File: src/design/hsv_range_color_vote_assert.svh
// assertion macros for the hsv range color vote block
// plain text header, no dependencies
`ifndef HSV_RANGE_COLOR_VOTE_ASSERT_SVH
`define HSV_RANGE_COLOR_VOTE_ASSERT_SVH

// same-cycle implication
`define HRCV_ASSERT_IMPLY(label, clk, rst_n, a, b) \
	label: assert property (@(posedge clk) disable iff (!rst_n) (a) |-> (b)) \
		else $error("hsv_range_color_vote: implication check failed");

// next-cycle implication
`define HRCV_ASSERT_NEXT(label, clk, rst_n, a, b) \
	label: assert property (@(posedge clk) disable iff (!rst_n) (a) |=> (b)) \
		else $error("hsv_range_color_vote: next-cycle check failed");

`endif

File: src/design/hrcv_pkg.sv
// types, constants and color box test for the hsv range color vote block
// no dependencies
`default_nettype none

package hrcv_pkg;

	localparam int NUM_CLASS = 5;
	localparam logic [23:0] OUT_COUNT_MAX = 24'hFFFFFF;

	typedef enum logic [2:0] {
		CLS_NONE = 3'd0,
		CLS_X2   = 3'd1,
		CLS_X4   = 3'd2,
		CLS_X10  = 3'd3,
		CLS_X20  = 3'd4,
		CLS_X40  = 3'd5
	} mag_class_t;

	typedef enum logic [1:0] {
		REG_LEFT   = 2'd0,
		REG_TOP    = 2'd1,
		REG_WIDTH  = 2'd2,
		REG_HEIGHT = 2'd3
	} cfg_reg_t;

	typedef struct packed {
		logic [7:0]  pixel_blue;
		logic [7:0]  pixel_green;
		logic [7:0]  pixel_red;
		logic [11:0] pixel_column;
		logic [11:0] pixel_row;
		logic        frame_end;
	} pixel_t;

	typedef struct packed {
		logic [2:0]  magnification_class;
		logic [23:0] winning_count;
	} result_t;

	typedef struct packed {
		logic [8:0] h_lo;
		logic [8:0] h_hi;
		logic [7:0] s_lo;
		logic [7:0] s_hi;
		logic [7:0] v_lo;
		logic [7:0] v_hi;
	} box_t;

	// counter index order: x2, x4, x10, x20, x40
	localparam box_t BOXES [NUM_CLASS] = '{
		'{h_lo: 9'd274, h_hi: 9'd320, s_lo: 8'd94,  s_hi: 8'd215, v_lo: 8'd52,  v_hi: 8'd219},
		'{h_lo: 9'd327, h_hi: 9'd360, s_lo: 8'd104, s_hi: 8'd255, v_lo: 8'd100, v_hi: 8'd255},
		'{h_lo: 9'd32,  h_hi: 9'd77,  s_lo: 8'd70,  s_hi: 8'd255, v_lo: 8'd91,  v_hi: 8'd255},
		'{h_lo: 9'd93,  h_hi: 9'd198, s_lo: 8'd73,  s_hi: 8'd244, v_lo: 8'd65,  v_hi: 8'd146},
		'{h_lo: 9'd173, h_hi: 9'd254, s_lo: 8'd153, s_hi: 8'd255, v_lo: 8'd106, v_hi: 8'd197}
	};

	localparam mag_class_t CLASS_OF_IDX [NUM_CLASS] = '{
		CLS_X2, CLS_X4, CLS_X10, CLS_X20, CLS_X40
	};

	// exact rational box test: hue = hn/d, sat = d/mx, value = mx/255
	function automatic logic box_match(input box_t bx, input logic [16:0] hn,
		input logic [7:0] d, input logic [7:0] mx);
		logic        v_ok;
		logic        s_ok;
		logic        h_ok;
		logic [15:0] slo_mx;
		logic [15:0] shi_mx;
		logic [15:0] d255;
		logic [16:0] hlo_d;
		logic [16:0] hhi_d;
		begin
			slo_mx = 16'(bx.s_lo) * 16'(mx);
			shi_mx = 16'(bx.s_hi) * 16'(mx);
			d255   = 16'(d) * 16'd255;
			hlo_d  = 17'(bx.h_lo) * 17'(d);
			hhi_d  = 17'(bx.h_hi) * 17'(d);
			v_ok = (mx >= bx.v_lo) && (mx <= bx.v_hi);
			s_ok = (mx == 8'd0) ? (bx.s_lo == 8'd0) : ((slo_mx <= d255) && (d255 <= shi_mx));
			h_ok = (d == 8'd0) ? (bx.h_lo == 9'd0) : ((hlo_d <= hn) && (hn <= hhi_d));
			return v_ok && s_ok && h_ok;
		end
	endfunction

endpackage

`default_nettype wire

File: src/design/hsv_range_color_vote.sv
// path: a frame_end request passes the input, match-flag, vote-request and result registers
// throughput: one pixel per cycle; input stalls only when a second frame
//   result would overtake one still waiting at the output
// reset: asynchronous, clears counters, region registers and all valid flags
// holds the region compare, hsv box tests, class counters and the vote
// depends on hrcv_pkg and hsv_range_color_vote_assert.svh
`default_nettype none
`include "hsv_range_color_vote_assert.svh"

module hsv_range_color_vote #(
	parameter int COORD_BITS = 12,
	parameter int COUNT_BITS = 24
) (
	input  wire logic            clk,
	input  wire logic            arst_n,
	input  wire logic            pixel_valid,
	output logic                 pixel_stall,
	input  wire hrcv_pkg::pixel_t pixel,
	output logic                 result_valid,
	input  wire logic            result_stall,
	output hrcv_pkg::result_t    result,
	input  wire logic            cfg_write,
	input  wire logic [1:0]      cfg_index,
	input  wire logic [11:0]     cfg_data
);

	localparam int NC = hrcv_pkg::NUM_CLASS;

	logic [COORD_BITS-1:0] left_q, top_q, width_q, height_q;
	logic [COORD_BITS-1:0] cfg_val;

	logic                  valid_s1;
	hrcv_pkg::pixel_t      pix_s1;
	logic                  valid_s2, last_s2;
	logic [NC-1:0]         match_s2;
	logic                  valid_s3, last_s3;
	logic [COUNT_BITS-1:0] count_q [NC];

	logic                  freeze;
	logic                  vote_now;

	// configuration
	assign cfg_val = COORD_BITS'(16'(cfg_data));

	always_ff @(posedge clk or negedge arst_n) begin
		if (!arst_n) begin
			left_q   <= '0;
			top_q    <= '0;
			width_q  <= '0;
			height_q <= '0;
		end else if (cfg_write) begin
			unique case (hrcv_pkg::cfg_reg_t'(cfg_index))
				hrcv_pkg::REG_LEFT:   left_q   <= cfg_val;
				hrcv_pkg::REG_TOP:    top_q    <= cfg_val;
				hrcv_pkg::REG_WIDTH:  width_q  <= cfg_val;
				hrcv_pkg::REG_HEIGHT: height_q <= cfg_val;
				default: ;
			endcase
		end
	end

	// flow control
	assign vote_now    = valid_s3 && last_s3;
	assign freeze      = vote_now && result_valid && result_stall;
	assign pixel_stall = freeze;

	// stage 1: input register
	always_ff @(posedge clk or negedge arst_n) begin
		if (!arst_n) begin
			valid_s1 <= 1'b0;
		end else if (!freeze) begin
			valid_s1 <= pixel_valid;
		end
	end

	always_ff @(posedge clk) begin
		if (!freeze && pixel_valid) begin
			pix_s1 <= pixel;
		end
	end

	// region and hsv tests
	logic [COORD_BITS-1:0] col, row;
	logic [COORD_BITS:0]   col_end, row_end;
	logic                  in_rect;
	logic [7:0]            r, g, b, mx, mn, d;
	logic signed [18:0]    sr, sg, sb, sd, hn_raw, hn_adj;
	logic [16:0]           hn;
	logic [NC-1:0]         match;

	always_comb begin
		col     = COORD_BITS'(16'(pix_s1.pixel_column));
		row     = COORD_BITS'(16'(pix_s1.pixel_row));
		col_end = {1'b0, left_q} + {1'b0, width_q};
		row_end = {1'b0, top_q} + {1'b0, height_q};
		in_rect = (col >= left_q) && ({1'b0, col} < col_end) &&
			(row >= top_q) && ({1'b0, row} < row_end);

		r  = pix_s1.pixel_red;
		g  = pix_s1.pixel_green;
		b  = pix_s1.pixel_blue;
		mx = r;
		if (g > mx) mx = g;
		if (b > mx) mx = b;
		mn = r;
		if (g < mn) mn = g;
		if (b < mn) mn = b;
		d  = mx - mn;

		sr = $signed({11'b0, r});
		sg = $signed({11'b0, g});
		sb = $signed({11'b0, b});
		sd = $signed({11'b0, d});
		if (d == 8'd0)
			hn_raw = '0;
		else if (mx == r)
			hn_raw = 19'sd60 * (sg - sb);
		else if (mx == g)
			hn_raw = 19'sd60 * (sb - sr) + 19'sd120 * sd;
		else
			hn_raw = 19'sd60 * (sr - sg) + 19'sd240 * sd;
		hn_adj = (hn_raw < 0) ? hn_raw + 19'sd360 * sd : hn_raw;
		hn     = hn_adj[16:0];

		for (int i = 0; i < NC; i++) begin
			match[i] = valid_s1 && in_rect && hrcv_pkg::box_match(hrcv_pkg::BOXES[i], hn, d, mx);
		end
	end

	// stage 2: match flags
	always_ff @(posedge clk or negedge arst_n) begin
		if (!arst_n) begin
			valid_s2 <= 1'b0;
			last_s2  <= 1'b0;
			match_s2 <= '0;
		end else if (!freeze) begin
			valid_s2 <= valid_s1;
			last_s2  <= valid_s1 && pix_s1.frame_end;
			match_s2 <= match;
		end
	end

	// class counters, restarted from the next frame's first match flags as the vote is taken
	always_ff @(posedge clk or negedge arst_n) begin
		if (!arst_n) begin
			for (int i = 0; i < NC; i++) count_q[i] <= '0;
		end else if (!freeze) begin
			for (int i = 0; i < NC; i++) begin
				if (vote_now)
					count_q[i] <= COUNT_BITS'(match_s2[i]);
				else if (match_s2[i] && !(&count_q[i]))
					count_q[i] <= count_q[i] + COUNT_BITS'(1);
			end
		end
	end

	// stage 3: vote request
	always_ff @(posedge clk or negedge arst_n) begin
		if (!arst_n) begin
			valid_s3 <= 1'b0;
			last_s3  <= 1'b0;
		end else if (!freeze) begin
			valid_s3 <= valid_s2;
			last_s3  <= last_s2;
		end
	end

	// vote tree, earlier in x10, x2, x20, x4, x40 wins ties
	logic [2:0]            idx_a, idx_b, idx_ab, idx_win;
	logic [COUNT_BITS-1:0] best;
	logic [31:0]           best32;
	hrcv_pkg::result_t     vote;

	always_comb begin
		idx_a   = (count_q[0] > count_q[2]) ? 3'd0 : 3'd2;
		idx_b   = (count_q[1] > count_q[3]) ? 3'd1 : 3'd3;
		idx_ab  = (count_q[idx_b] > count_q[idx_a]) ? idx_b : idx_a;
		idx_win = (count_q[4] > count_q[idx_ab]) ? 3'd4 : idx_ab;
		best    = count_q[idx_win];
		best32  = 32'(best);
		vote.magnification_class = (best == '0) ? hrcv_pkg::CLS_NONE :
			hrcv_pkg::CLASS_OF_IDX[idx_win];
		vote.winning_count = (best32 > 32'(hrcv_pkg::OUT_COUNT_MAX)) ?
			hrcv_pkg::OUT_COUNT_MAX : best32[23:0];
	end

	// result register
	always_ff @(posedge clk or negedge arst_n) begin
		if (!arst_n) begin
			result_valid <= 1'b0;
		end else if (!freeze && vote_now) begin
			result_valid <= 1'b1;
		end else if (!result_stall) begin
			result_valid <= 1'b0;
		end
	end

	always_ff @(posedge clk) begin
		if (!freeze && vote_now) begin
			result <= vote;
		end
	end

	`HRCV_ASSERT_IMPLY(a_stall_cause, clk, arst_n, pixel_stall,
		vote_now && result_valid && result_stall)
	`HRCV_ASSERT_NEXT(a_vote_lands, clk, arst_n, vote_now && !freeze, result_valid)
	`HRCV_ASSERT_IMPLY(a_match_needs_valid, clk, arst_n, !valid_s2, match_s2 == '0)
	`HRCV_ASSERT_IMPLY(a_none_is_zero, clk, arst_n,
		result_valid && (result.magnification_class == hrcv_pkg::CLS_NONE),
		result.winning_count == '0)

endmodule

`default_nettype wire

File: config.mk
export PLATFORM = sky130hd
export DESIGN_NAME = hsv_range_color_vote
export DESIGN_NICKNAME = d
export VERILOG_FILES = /design/src/design/hrcv_pkg.sv /design/src/design/hsv_range_color_vote.sv
export VERILOG_INCLUDE_DIRS = /design/src /design/src/design
export SDC_FILE = /design/constraint.sdc
export NUM_CORES = 2
export LEC_CHECK = 0
export ABC_CLOCK_PERIOD_IN_PS = 37700
export BUFFER_PORTS_ARGS = -buffer_cell sky130_fd_sc_hd__buf_2
export CAP_MARGIN = 20
export CORE_AREA = 3 3 433 435
export DETAILED_ROUTE_END_ITERATION = 10
export DIE_AREA = 0 0 436 438
export SLEW_MARGIN = 25
export SYNTH_ARGS = -nofsm -noshare
export SYNTH_HDL_FRONTEND = slang
export SYNTH_SLANG_ARGS = --single-unit
File: constraint.sdc
create_clock -name clk -period 37.7 [get_ports clk]
set_input_delay 7.54 -clock clk [delete_from_list [all_inputs] [get_ports clk]]
set_output_delay 7.54 -clock clk [all_outputs]
set_load 0.005 [all_outputs]
* Yosys cells after proc, flatten, opt, wreduce, memory -nomap -nowiden
Memory sizes are Yosys's and may differ from the RTL's. A register that Yosys moved wholly into a read port is not among the register bits.
Cells that the tools add are included.
Widths: inputs -> output; s select.
** Storage, ports and cells
- Word-level logic and storage cells :: 237
- Bits of input ports :: 68
- Memory bits (read-only) :: 24
- Memories kept :: 1
- Flip-flop bits (word level) :: 252
- Output and inout port bits :: 29
** Operators by class
- Multiply operators :: 24
- Multiplexer cells :: 46
- Equality and inequality tests :: 6
- Bitwise logic cells :: 5
- $add $sub $neg :: 14
- $lt $le $gt $ge :: 44
- Reductions and logical operators :: 74
** Memory list
- (no name shown) :: depth 8, bits a word 3, read ports 1, clocked after memory_dff 1, write ports 0, RTL line hsv_range_color_vote.sv:182 : hrcv_pkg::CLASS_OF_IDX[idx_win];
** Operators with widths (number)
- $mux 24 :: 18
- $bmux 24 s3 :: 4
- $add 24x1->24 const B :: 5
- $reduce_and 24->1 :: 5
- $gt 24x24->1 :: 4
- $mul 8x8->16 const A :: 5
- $mul 7x8->15 const A :: 5
- $mul 6x8->14 const A :: 5
- $le 17x17->1 :: 4
- $le 15x16->1 :: 4
- $le 16x16->1 :: 4
- $mux 19 :: 3
- $logic_and 1x1->1 :: 45
- $mul 5x9->14 const A :: 3
- $mul 4x8->12 const A :: 3
- $le 17x16->1 :: 2
- $ge 8x7->1 const B :: 4
- $le 8x8->1 const B :: 4
- $mux 8 :: 4
- $sub 8x8->9 :: 3
- $add 12x12->13 :: 2
- $lt 12x13->1 :: 2
- $ge 12x12->1 :: 2
- $logic_not 24->1 :: 1
- 32 further kinds :: 72

* Longest topological paths before layout
- Depth after elaboration :: 19
- Gate-level depth with buffers :: 64
- Mapped depth without buffers :: 59

* Least setup slack after synthesis
No wires, ideal clock.
- Kind :: input -> output
- Start :: input port result_stall
- End :: output port pixel_stall
- Buffers on the path :: 1
- Data arrival time :: 8.053 ns
- Cell stages on the path :: 3
- Setup slack :: 22.107 ns
- Data required time :: 30.160 ns
- Path through :: nand2_1 > nor2_1 > clkbuf_1
** On the way
- Longest elaborated chain between the ends :: 1
** Ends and longest elaborated chain
- from (decl) :: RTL line hsv_range_color_vote.sv:20 : input wire logic result_stall,
- $logic_and 1x1->1 :: RTL line hsv_range_color_vote.sv:64 : assign freeze = vote_now && result_valid && result_stall;
- to (decl) :: RTL line hsv_range_color_vote.sv:17 : output logic pixel_stall,
Every way passes these cells.

* Worst setup path in the final report
- Start :: register pix_s1, in the netlist g[2]
- End :: register match_s2[1]
** On the way
- Longest elaborated chain between the ends :: 17
- Elaborated cells between the ends (all ways) :: 47
- Those cells by class :: add/sub: 6; mul: 10; order compare: 11; eq/ne: 2; mux: 10; reduce/logical: 8
** Ends and longest elaborated chain
- from (decl) :: RTL line hsv_range_color_vote.sv:33 : hrcv_pkg::pixel_t pix_s1;
- from (signal assigned) :: RTL line hsv_range_color_vote.sv:78 : pix_s1 <= pixel;
- $gt 8x8->1 or $lt 8x8->1 (tied branches) :: RTL line hsv_range_color_vote.sv:103, hsv_range_color_vote.sv:106
- $mux 8, on equally long branches :: RTL line hsv_range_color_vote.sv:103, hsv_range_color_vote.sv:106
- $gt 8x8->1 or $lt 8x8->1 (tied branches) :: RTL line hsv_range_color_vote.sv:104, hsv_range_color_vote.sv:107
- $mux 8, on equally long branches :: RTL line hsv_range_color_vote.sv:104, hsv_range_color_vote.sv:107
- $sub 8x8->8 :: RTL line hsv_range_color_vote.sv:108 : d = mx - mn;
- $mul 4x8->12 :: RTL line hsv_range_color_vote.sv:119, hsv_range_color_vote.sv:121
- $add 16x17->18 or $add 16x16->17 (tied branches) :: RTL line hsv_range_color_vote.sv:121, hsv_range_color_vote.sv:119
- $mux 19 :: RTL line hsv_range_color_vote.sv:118 : else if (mx == g)
- $mux 19 :: RTL line hsv_range_color_vote.sv:116 : else if (mx == r)
- $mux 19 :: RTL line hsv_range_color_vote.sv:114 : if (d == 8'd0)
- $add 17x17->17 or $lt 19x1->1 (tied branches) :: RTL line hsv_range_color_vote.sv:122 : hn_adj = (hn_raw < 0) ? hn_raw + 19'sd360 * sd : hn_raw;
- $mux 17 :: RTL line hsv_range_color_vote.sv:122
- $le 17x17->1 :: RTL line hrcv_pkg.sv:81 : h_ok = (d == 8'd0) ? (bx.h_lo == 9'd0) : ((hlo_d <= hn) && (hn <= hhi_d));
- $logic_and 1x1->1 :: RTL line hrcv_pkg.sv:81
- $mux 1 :: RTL line hrcv_pkg.sv:81
- $logic_and 1x1->1 (*) :: RTL line hrcv_pkg.sv:82 : return v_ok && s_ok && h_ok;
- $logic_and 1x1->1 (*) :: RTL line hsv_range_color_vote.sv:126 : match[i] = valid_s1 && in_rect && hrcv_pkg::box_match(hrcv_pkg::BOXES[i], hn, d, mx);
- to (signal assigned) :: RTL line hsv_range_color_vote.sv:139 : match_s2 <= match;
- to (decl) :: RTL line hsv_range_color_vote.sv:35 : logic [NC-1:0] match_s2;
Mark *: on every way between the ends. The rest lies on a longest branch, timed or not.
A chain may end at the register's enable or synchronous reset.

==> flow_summary.ini <==
[synth]
synth_area_leader_cell = ha_1
yosysMostFrequentCell = ha_1
synthTopCellsByArea = ha_1 (27%), fa_1 (10%), dfrtp_1 (9.8%)
synth.distinct_cells = 96
ys_seq_area_frac = 0.148
ys.warnings.count = 0
synth_top_area_frac = 0.271
synth_nets = 6580
synth_area_per_cell_um2 = 8.67
yosys_most_used_dff = dfrtp_1
yosys-top-cells-count = ha_1 (992), inv_1 (788), a21oi_1 (367)
synth_edf_count = 76
ys_ff_latch = 255
syn-cell-area_um2 = 45800
ys_async_sr_fraction = 0.702
synthCells = 5283

[sta]
fin_crit_ps = 16470
final_max_slew_viol_count = 0
period_share = 0.437
max_freq_ghz = 0.0607
tns_ps = 0
finalHoldViolations = 0
clock_skew_ps = 59.5
rsz0062_at_grt = false
worst_slew_pin_slew_ps = 1140
setup_ws_ps = 21230
setup_viol = 0
slew_headroom = 0.233

[job]
maxCapViolations = 0

[cts]
clkLatencyLatePin_ps = 660
root_buffer = clkbuf_16
cts_setup_buffers = 0
cts_hold_buf = 0
cts_resized = 0
clk_pin_slew_ps = 100
numClockSinks = 255
tritoncts = done
htree_levels = 1
cts.path.max_buffers = 3
cts_buffers = 29

[global_route]
grtUsageTotal = 0.150
grt_antenna_before_repair = 9
grt_max_degree = 87
grt_pass1_wl_um = 228000
grt_pass1_vias = 39300
gr-total-overflow = 0

[setup_path]
crit_top_cell = a21oi_1
crit_required_ps = 38220
crit_type = register to register
start_kind = register
max_stage_delay_ps = 710
cp.arrival_ps = 16980
cp_max_fo = 27
critPathSlowestCell = fa_1
end_kind = register
reg2reg_slack_ps = 21230

[placement]
dp.cells = 7790
io_buffers = 96
dp_hpwl_um = 119000
place.gp.congestion = 0.955
pre_cts_ws_ps = 21610
post_dp_cell_area_um2 = 49500

[finish]
instances_no_fill = 7846
fillers = 19800
syn_to_final_growth_pct = 10.3
fin_area_um2 = 50500
nets = 6654
drive_gt1_frac = 0.0632

[routing]
antenna_left = 0
drtIter0Drc = 2601
vias_per_cell = 4.97
post-route-drc-count = 0
wl_per_cell_um = 18.7
routed_wl_um = 147000
vias = 39000
first_pass_iters = 5

[floorplanning]
initial_core_util = 0.250
coreArea_um2 = 183000
ios = 97
fp-row-count = 157
die_h_um = 438
die_w_um = 436
dieArea_um2 = 191000

[run_status]
status = finished clean

[worst_hold_path]
min_path_type = register to register
## worst max-delay path, delay by kind of cell (launching register included)
kind,cells,cell delay (ps)
AOI/OAI and AO/OA,27,5640
and+or+nand+nor,13,3540
adders and majority gates,8,3530
buffers and inverters,8,2310
xor gates and xnor gates,3,670
DFF,1,550
## routing by layer
metal,share of wire,global-route usage
met2,0.47,0.255
met1,0.45,0.201
met3,0.050,0.0162
met4,0.032,0.0435
met5,0.00013,0
## cell families after synthesis
family,after synthesis,share of synthesized area
xor gates and xnor gates,390,0.0753
buffers and inverters,914,0.0757
AOI/OAI and AO/OA,1294,0.185
and+or+nand+nor,1109,0.120
DFF,255,0.148
adders and majority gates,1230,0.375
muxes,91,0.0218
## through the flow
| step | util | hold WS [ps] |
|---|---|---|
| 6_report | 0.275 | 471 |
| 2_1_floorplan | - | 439 |
| 3_3_place_gp | 0.270 | 446 |
| 5_1_grt | 0.275 | 477 |
| 4_1_cts | 0.275 | 472 |
| 3_5_place_dp | 0.270 | 458 |
## layout by cell type (no fill, tap or decap), drive strengths merged, types with 20 or more instances in the layout
cell type,n
ha,992
inv,799
a21oi,368
nor2,291
xnor2,283
nand2,276
o21ai,261
fa,237
dfrtp,179
a21o,168
buf,161
xor2,106
o21bai,101
nand4,91
nand3,83
nor2b,79
edfxtp,76
nand2b,74
nor3,55
o2111ai,52
o21a,49
o31ai,48
o211ai,47
mux2i,46
mux2,45
or3,40
clkbuf,34
and3,30
a31oi,27
a211oi,27
o211a,21
nor4,20
a2111oi,20
## state kept, by name, indices dropped and copies added (netlist names)
signal	cells
b	8
left_q	12
match_s2	5
r	8
row	12
valid_s2	1
result_valid	1
g	8
col	12
result	27
valid_s1	1
width_q	12
count_q	120
height_q	12
last_s3	1
last_s2	1
top_q	12
pix_s1	1
valid_s3	1
## final cells by class
type / count / area, µm² / share of cell area
Tap cell: 2464 / 3080 / 0.0610
Multi-Input combinational cell: 4114 / 35700 / 0.707
Inverter: 795 / 2990 / 0.0591
Clock buffer: 33 / 793 / 0.0157
Sequential cell: 255 / 6760 / 0.134
Clock inverter: 21 / 176 / 0.00349
Timing Repair Buffer: 162 / 985 / 0.0195
Antenna cell: 2 / 5.00 / 0.0000991
## worst paths after layout
check | to | cells after the start | startpoint
max in group asynchronous | count_q[16]$_DFFE_PN0P_ | 2 | arst_n
setup reg to reg | match_s2[1]$_DFFE_PN0N_ | 59 | g[2]$_DFFE_PP_
hold reg to reg | last_s3$_DFFE_PN0N_ | 1 | last_s2$_DFFE_PN0N_
setup / recovery | match_s2[1]$_DFFE_PN0N_ | 59 | g[2]$_DFFE_PP_
hold / removal | last_s3$_DFFE_PN0N_ | 1 | last_s2$_DFFE_PN0N_
min in group asynchronous | top_q[0]$_DFFE_PN0P_ | 1 | arst_n
Power is not shown: default switching activity piles up to over one toggle a cycle in this logic, so the estimate is an artifact.
